--- src/gdb_pkg.sv ---
`default_nettype none
package gdb_pkg;

	// Field widths
	localparam int unsigned YEAR_W  = 14;
	localparam int unsigned MONTH_W = 4;
	localparam int unsigned DAY_W   = 5;
	localparam int unsigned COUNT_W = 23;

	// Shared multiplier operand and product widths
	localparam int unsigned MUL_A_W = 14;
	localparam int unsigned MUL_B_W = 13;
	localparam int unsigned MUL_P_W = MUL_A_W + MUL_B_W;

	// floor(v / 25) = (v * RECIP25) >> RECIP_SHIFT, exact for v < 43690
	localparam logic [MUL_B_W-1:0] RECIP25       = 13'd5243;
	localparam int unsigned        RECIP_SHIFT   = 17;
	localparam logic [MUL_B_W-1:0] DAYS_PER_YEAR = 13'd365;

	// Largest positive day count
	localparam logic [COUNT_W-1:0] DAY_COUNT_MAX = 23'd4194303;

	// Quotient width of the divide-by-25 steps (at most 163)
	localparam int unsigned QUO_W = 8;

	// Sequencer states
	typedef enum logic [5:0] {
		ST_IDLE   = 6'b000001,
		ST_F100   = 6'b000010,
		ST_F400   = 6'b000100,
		ST_Y365   = 6'b001000,
		ST_ACCUM  = 6'b010000,
		ST_FINISH = 6'b100000
	} state_t;

	// Days before the first of a month; month 0 reads as January,
	// months 13..15 as December
	function automatic logic [8:0] month_start(input logic [MONTH_W-1:0] m);
		logic [8:0] r;
		unique case (m)
			4'd0, 4'd1: r = 9'd0;
			4'd2:       r = 9'd31;
			4'd3:       r = 9'd59;
			4'd4:       r = 9'd90;
			4'd5:       r = 9'd120;
			4'd6:       r = 9'd151;
			4'd7:       r = 9'd181;
			4'd8:       r = 9'd212;
			4'd9:       r = 9'd243;
			4'd10:      r = 9'd273;
			4'd11:      r = 9'd304;
			default:    r = 9'd334;
		endcase
		return r;
	endfunction

endpackage
`default_nettype wire

--- src/gregorian_days_between_top.sv ---
// Channel  | Ports                                           | Handshake
// ---------+-------------------------------------------------+-------------------------
// request  | since_year/month/day, till_year/month/day       | taken when start && !busy
// result   | day_count (signed)                              | valid for one cycle on done
//
// A request runs through four steps per date: two divide-by-25 reciprocal products
// and the year times 365 on the one shared 14x13 multiplier, then accumulation;
// one final step saturates the result.
// busy is high from the accepting edge until done; no new request meanwhile.
// arst_n clears the sequencer and the done strobe.
// done cannot be stalled: the receiver takes day_count in that cycle.
`default_nettype none
module gregorian_days_between_top (
	input  wire logic                              clk,
	input  wire logic                              arst_n,
	input  wire logic                              start,
	output logic                                   busy,
	input  wire logic [gdb_pkg::YEAR_W-1:0]        since_year,
	input  wire logic [gdb_pkg::MONTH_W-1:0]       since_month,
	input  wire logic [gdb_pkg::DAY_W-1:0]         since_day,
	input  wire logic [gdb_pkg::YEAR_W-1:0]        till_year,
	input  wire logic [gdb_pkg::MONTH_W-1:0]       till_month,
	input  wire logic [gdb_pkg::DAY_W-1:0]         till_day,
	output logic                                   done,
	output logic signed [gdb_pkg::COUNT_W-1:0]     day_count
);

	localparam int unsigned ACC_W   = gdb_pkg::COUNT_W + 2;
	localparam int unsigned SMALL_W = 14;

	gdb_pkg::state_t state_q;
	logic                              sel_q;
	logic [gdb_pkg::YEAR_W-1:0]        since_year_q, till_year_q;
	logic [gdb_pkg::MONTH_W-1:0]       since_month_q, till_month_q;
	logic [gdb_pkg::DAY_W-1:0]         since_day_q, till_day_q;
	logic [gdb_pkg::MUL_P_W-1:0]       prod_q;
	logic [gdb_pkg::QUO_W-1:0]         f100_q;
	logic [SMALL_W-1:0]                small_q;
	logic signed [ACC_W-1:0]           acc_q;
	logic                              done_q;
	logic [gdb_pkg::COUNT_W-1:0]       day_count_q;

	// Current date operands
	logic [gdb_pkg::YEAR_W-1:0]  yr;
	logic [gdb_pkg::MONTH_W-1:0] mon;
	logic [gdb_pkg::DAY_W-1:0]   dy;

	assign yr  = sel_q ? till_year_q  : since_year_q;
	assign mon = sel_q ? till_month_q : since_month_q;
	assign dy  = sel_q ? till_day_q   : since_day_q;

	// Shared multiplier operand select
	logic [gdb_pkg::MUL_A_W-1:0] mul_a;
	logic [gdb_pkg::MUL_B_W-1:0] mul_b;

	always_comb begin
		unique case (state_q)
			gdb_pkg::ST_F100: begin
				mul_a = {2'b00, yr[13:2]};
				mul_b = gdb_pkg::RECIP25;
			end
			gdb_pkg::ST_F400: begin
				mul_a = {4'b0000, yr[13:4]};
				mul_b = gdb_pkg::RECIP25;
			end
			gdb_pkg::ST_Y365: begin
				mul_a = yr;
				mul_b = gdb_pkg::DAYS_PER_YEAR;
			end
			default: begin
				mul_a = '0;
				mul_b = '0;
			end
		endcase
	end

	// Leap terms, evaluated while floor(y/400) sits in the product register
	logic [gdb_pkg::QUO_W-1:0] f400;
	logic [12:0]               t25_100, t25_400;
	logic                      div4, div100, div400, leap, adj;
	logic [SMALL_W-1:0]        ceil4, ceil100, ceil400, small_d;

	assign f400    = prod_q[gdb_pkg::RECIP_SHIFT +: gdb_pkg::QUO_W];
	assign t25_100 = {1'b0, f100_q, 4'b0000} + {2'b00, f100_q, 3'b000} + {5'b0, f100_q};
	assign t25_400 = {1'b0, f400, 4'b0000} + {2'b00, f400, 3'b000} + {5'b0, f400};
	assign div4    = (yr[1:0] == 2'b00);
	assign div100  = div4 && ({1'b0, yr[13:2]} == t25_100);
	assign div400  = (yr[3:0] == 4'b0000) && ({3'b000, yr[13:4]} == t25_400);
	assign leap    = div4 && (!div100 || div400);
	assign adj     = leap && (mon >= 4'd3);
	assign ceil4   = {2'b00, yr[13:2]} + {13'd0, !div4};
	assign ceil100 = {6'd0, f100_q} + {13'd0, !div100};
	assign ceil400 = {6'd0, f400} + {13'd0, !div400};
	assign small_d = ceil4 - ceil100 + ceil400
		+ {5'd0, gdb_pkg::month_start(mon)} + {9'd0, dy} + {13'd0, adj};

	// Serial of the current date, added or subtracted by which date it is
	logic [ACC_W-1:0] serial;
	assign serial = {2'b00, prod_q[gdb_pkg::COUNT_W-1:0]} + {{(ACC_W-SMALL_W){1'b0}}, small_q};

	// Sequencer registers and done strobe
	always_ff @(posedge clk or negedge arst_n) begin
		if (!arst_n) begin
			state_q <= gdb_pkg::ST_IDLE;
			sel_q   <= 1'b0;
			done_q  <= 1'b0;
		end else begin
			done_q <= 1'b0;
			unique case (state_q)
				gdb_pkg::ST_IDLE: begin
					if (start) begin
						sel_q   <= 1'b0;
						state_q <= gdb_pkg::ST_F100;
					end
				end
				gdb_pkg::ST_F100:  state_q <= gdb_pkg::ST_F400;
				gdb_pkg::ST_F400:  state_q <= gdb_pkg::ST_Y365;
				gdb_pkg::ST_Y365:  state_q <= gdb_pkg::ST_ACCUM;
				gdb_pkg::ST_ACCUM: begin
					if (!sel_q) begin
						sel_q   <= 1'b1;
						state_q <= gdb_pkg::ST_F100;
					end else begin
						state_q <= gdb_pkg::ST_FINISH;
					end
				end
				gdb_pkg::ST_FINISH: begin
					done_q  <= 1'b1;
					state_q <= gdb_pkg::ST_IDLE;
				end
				default: state_q <= gdb_pkg::ST_IDLE;
			endcase
		end
	end

	// Payload registers
	always_ff @(posedge clk) begin
		prod_q <= mul_a * mul_b;
		unique case (state_q)
			gdb_pkg::ST_IDLE: begin
				if (start) begin
					since_year_q  <= since_year;
					since_month_q <= since_month;
					since_day_q   <= since_day;
					till_year_q   <= till_year;
					till_month_q  <= till_month;
					till_day_q    <= till_day;
					acc_q         <= '0;
				end
			end
			gdb_pkg::ST_F400:  f100_q  <= prod_q[gdb_pkg::RECIP_SHIFT +: gdb_pkg::QUO_W];
			gdb_pkg::ST_Y365:  small_q <= small_d;
			gdb_pkg::ST_ACCUM: begin
				if (sel_q) acc_q <= acc_q + $signed(serial);
				else       acc_q <= acc_q - $signed(serial);
			end
			gdb_pkg::ST_FINISH: begin
				priority if (acc_q < 0)
					day_count_q <= '1;
				else if (acc_q > $signed({2'b00, gdb_pkg::DAY_COUNT_MAX}))
					day_count_q <= gdb_pkg::DAY_COUNT_MAX;
				else
					day_count_q <= acc_q[gdb_pkg::COUNT_W-1:0];
			end
			default: ;
		endcase
	end

	assign busy      = (state_q != gdb_pkg::ST_IDLE);
	assign done      = done_q;
	assign day_count = day_count_q;

endmodule
`default_nettype wire

--- config.mk ---
export PLATFORM = sky130hd
export DESIGN_NAME = gregorian_days_between_top
export DESIGN_NICKNAME = d
export VERILOG_FILES = /design/src/gdb_pkg.sv /design/src/gregorian_days_between_top.sv
export SDC_FILE = /design/constraint.sdc
export NUM_CORES = 1
export LEC_CHECK = 0
export BUFFER_PORTS_ARGS = -buffer_cell sky130_fd_sc_hd__buf_2
export CAP_MARGIN = 40
export CORE_MARGIN = 8
export CORE_UTILIZATION = 50
export DETAILED_ROUTE_END_ITERATION = 6
export GPL_ROUTABILITY_DRIVEN = 0
export MAX_ROUTING_LAYER = met4
export PLACE_DENSITY_LB_ADDON = 0.25
export SYNTH_ARGS = -nofsm -noshare
export SYNTH_HDL_FRONTEND = slang
export SYNTH_SLANG_ARGS = --single-unit
export TNS_END_PERCENT = 50
--- constraint.sdc ---
create_clock -name clk -period 7.12 [get_ports clk]
set_input_delay 1.424 -clock clk [delete_from_list [all_inputs] [get_ports clk]]
set_output_delay 1.424 -clock clk [all_outputs]
set_load 0.02 [all_outputs]
==> metrics.md <==
| Metric | Value |
|---|---|
| Cell Rows | `62` |
| First-pass GRT wire length | `53000 µm` |
| Placed Cells incl. Taps | `1898` |
| Critical path required time | `7380 ps` |
| Synth warn | `0` |
| Yosys top cell by area | `edfxtp_1` |
| Flop pwr share | `18.8%` |
| # diodes | `0` |
| Cell area after synthesis | `14400 µm²` |
| Crit path kind | `reg2reg` |
| # H-tree levels | `4` |
| Setup TNS | `-9.91 ps` |
| Peak supply drop | `0.000296 V` |
| Max_slew headroom | `56.5%` |
| Count leader, synth | `inv_1` |
| Design Power | `7.26 mW` |
| Core area | `28500 µm²` |
| Global Route Usage Sum | `20.1%` |
| FF+latch count, synth | `149` |
| Worst Setup Start Kind | `register` |
| Crit path DAT | `7390 ps` |
| Share of layout cells above drive strength 1 | `15.5%` |
| Post-route DRC | `0` |
| Pleak | `7.96 nW` |
| CTS Sinks | `149` |
| Post-Synthesis Cells | `1395` |
| DR top layer | `met4` |
| Post-CTS Hold Buffers | `0` |
| Post-Route WL | `32600 µm` |
| Reg clk slew, reported paths | `70 ps` |
| Fill count | `2462` |
| Worst-Margin Slew | `648 ps` |
| Switch share | `45.3%` |
| Routed Antenna Nets | `0` |
| Min Tclk post-route | `7130 ps` |
| M1 WL | `14000 µm` |
| Fin crit share | `100%` |
| Post-Place Cell Area | `15700 µm²` |
| Post-route insts no fill | `1942` |
| Number of global-route vias before repair | `10617` |
| Initial DRC Count | `642` |
| CP top delay family | `adder cells` |
| Max Cap Viol | `0` |
| Crit. End Element | `register` |
| Number of nets in the layout | `1909` |
| Design Area, Final | `16500 µm²` |
| Max Fclk | `140 MHz` |
| Num CTS Buffers | `17` |
| PD cells | `441 nW/µm²` |
| EDFF count, synth | `116` |
| Net switching power | `3.29 mW` |
| Clock Tree Root | `clkbuf_16` |
| Avg Synthesized Cell Area | `10.3 µm²` |
| I/O Buffers | `73` |
| Final Setup Violations | `1` |
| Worst skew pair latency | `440 ps` |
| Initial Util | `50.6%` |
| Clock Path Buffers | `2` |
| Yosys cell types | `80` |
| Drt wl/cell | `16.8 µm` |
| Outcome | `finished with violations` |
| Clock power frac | `12.5%` |
| Routed length on met3 | `1160 µm` |
| Largest net degree at the start of global routing | `47` |
| Die Width | `186 µm` |
| Worst Clk Skew | `13.5 ps` |
| Final Hold Viols | `0` |
| First-pass DRT Iterations | `5` |
| Area Overhead vs Synth | `14.1%` |
| Post-synth top area share | `24.1%` |
| Met2 wire length | `16600 µm` |
| Worst-path fanout max | `3` |
| Ys async rst share | `5.37%` |
| Total vias in the final route | `10249` |
| Combinational Power Share | `68.8%` |
| Vias/cell | `5.28` |
| Grt ovf | `0` |
| Biggest cell delay along the critical path | `500 ps` |
| Hpwl dp | `27100 µm` |
| Top post-synthesis cells by area | `edfxtp_1 24%, fa_1 17%, ha_1 16%` |
| Die area | `34600 µm²` |
| Main synth FF type | `edfxtp_1` |
| Hold Path Class | `reg2reg` |
| Antenna violations before repair | `0` |
| WP buf/inv | `8` |
| IO Pins | `74` |
| Crit path max-delay cell type | `fa_1` |
| TritonCTS clock tree | `done` |
| Unrepaired setup endpoints after global routing | `true` |
| Die height | `186 µm` |
| Top cells by count, synth | `245 x inv_1, 189 x ha_1, 126 x fa_1, 116 x edfxtp_1, 87 x nor2_1` |
| Sequential element share of the synthesized area | `29.0%` |
| Violated checks | `negative setup slack` |
| Final setup margin | `-9.91 ps` |
| Final Max Tran Viols | `0` |
| Internal power | `3.97 mW` |
logic make-up after synthesis:
family                     synth area share, %
and+or+nand+nor                           10.1
DFF                                       29.0
other                                   0.0260
muxes                                     1.93
xor gates and xnor gates                  7.64
adders and majority gates                 33.9
buffers and inverters                     6.93
AOI/OAI and AO/OA                         10.5
path summary, 6_finish.rpt:
| kind | startpoint | to | slack [ps] | cells after the start |
|---|---|---|---|---|
| setup / recovery | prod_q[18] | small_q[12] | -10 | 36 |
| hold / removal | acc_q[20] | day_count[20] | 550 | 1 |
| setup reg to reg | prod_q[18] | small_q[12] | -10 | 36 |
| hold reg to reg | acc_q[20] | day_count[20] | 550 | 1 |
| max in group asynchronous | arst_n | state_q[0] | 6060 | 1 |
| min in group asynchronous | arst_n | state_q[5] | 820 | 1 |
routing by layer:
metal  vias up  track usage, %
met1      4990            23.5
met4         0            6.10
met2       201            35.3
li1       5008               -
met5         -               -
met3        50            3.28
layout by cell type, fill, tap and decap left out, types with 9 or more instances in the layout:
cell / netlist / routed
mux2i_1: 20 / 20
dfxtp_1: 25 / 23
nand3_1: 18 / 18
o21ai_0: 37 / 29
edfxtp_1: 116 / 116
nand2_1: 58 / 56
buf_4: 0 / 69
nand2b_1: 32 / 31
inv_1: 245 / 238
fa_1: 126 / 123
xnor2_1: 83 / 83
xor2_1: 41 / 41
o22ai_1: 9 / 9
clkbuf_16: 0 / 17
a21oi_1: 66 / 60
a21o_1: 30 / 30
buf_2: 4 / 73
nor3_1: 26 / 25
nor2_1: 87 / 87
o21a_1: 11 / 11
ha_1: 189 / 188
stage by stage:
step           worst slack (ps)  hold WS [ps]  utilization (%)
5_1_grt                    -331           571             57.7
4_1_cts                    5.94           556             57.0
2_1_floorplan               202           502                -
3_3_place_gp                122           534             54.8
3_5_place_dp               -296           543             54.9
6_report                  -9.91           547             57.7
power by group through the flow:
stage / Clock (mW) / Sequential (mW) / Combinational (mW)
finish: 0.906 / 1.36 / 4.99
global route: 0.960 / 1.38 / 5.60
CTS: 0.919 / 1.36 / 4.69
detailed placement: 0 / 1.38 / 4.59
global placement: 0 / 1.37 / 4.48
floorplan: 0 / 1.34 / 3.50
registers in the layout, summed over array words and instances, names as in the netlist:
signal         cells
since_day_q        5
till_year_q       14
state_q            6
since_month_q      4
prod_q            25
acc_q             25
till_day_q         5
small_q           14
done               1
day_count         23
since_year_q      14
f100_q             8
till_month_q       4
sel_q              1
area by class of cell:
type                    count  area [µm²]  share of cell area (%)
clock buffers              19         453                    2.75
clock inverters            13         140                   0.851
inverters                 246         923                    5.61
multi-input cells         987        9380                    56.9
flip-flops and latches    149        4190                    25.5
well taps                 384         480                    2.92
repair buffers            144         902                    5.48
what timing repair did:
item,in CTS,in global routing
setup endpoints to repair,4,10
pin swaps,3,22
gates resized for setup,8,38
setup buffers,1,11
Power figures use the tool's default switching activity.
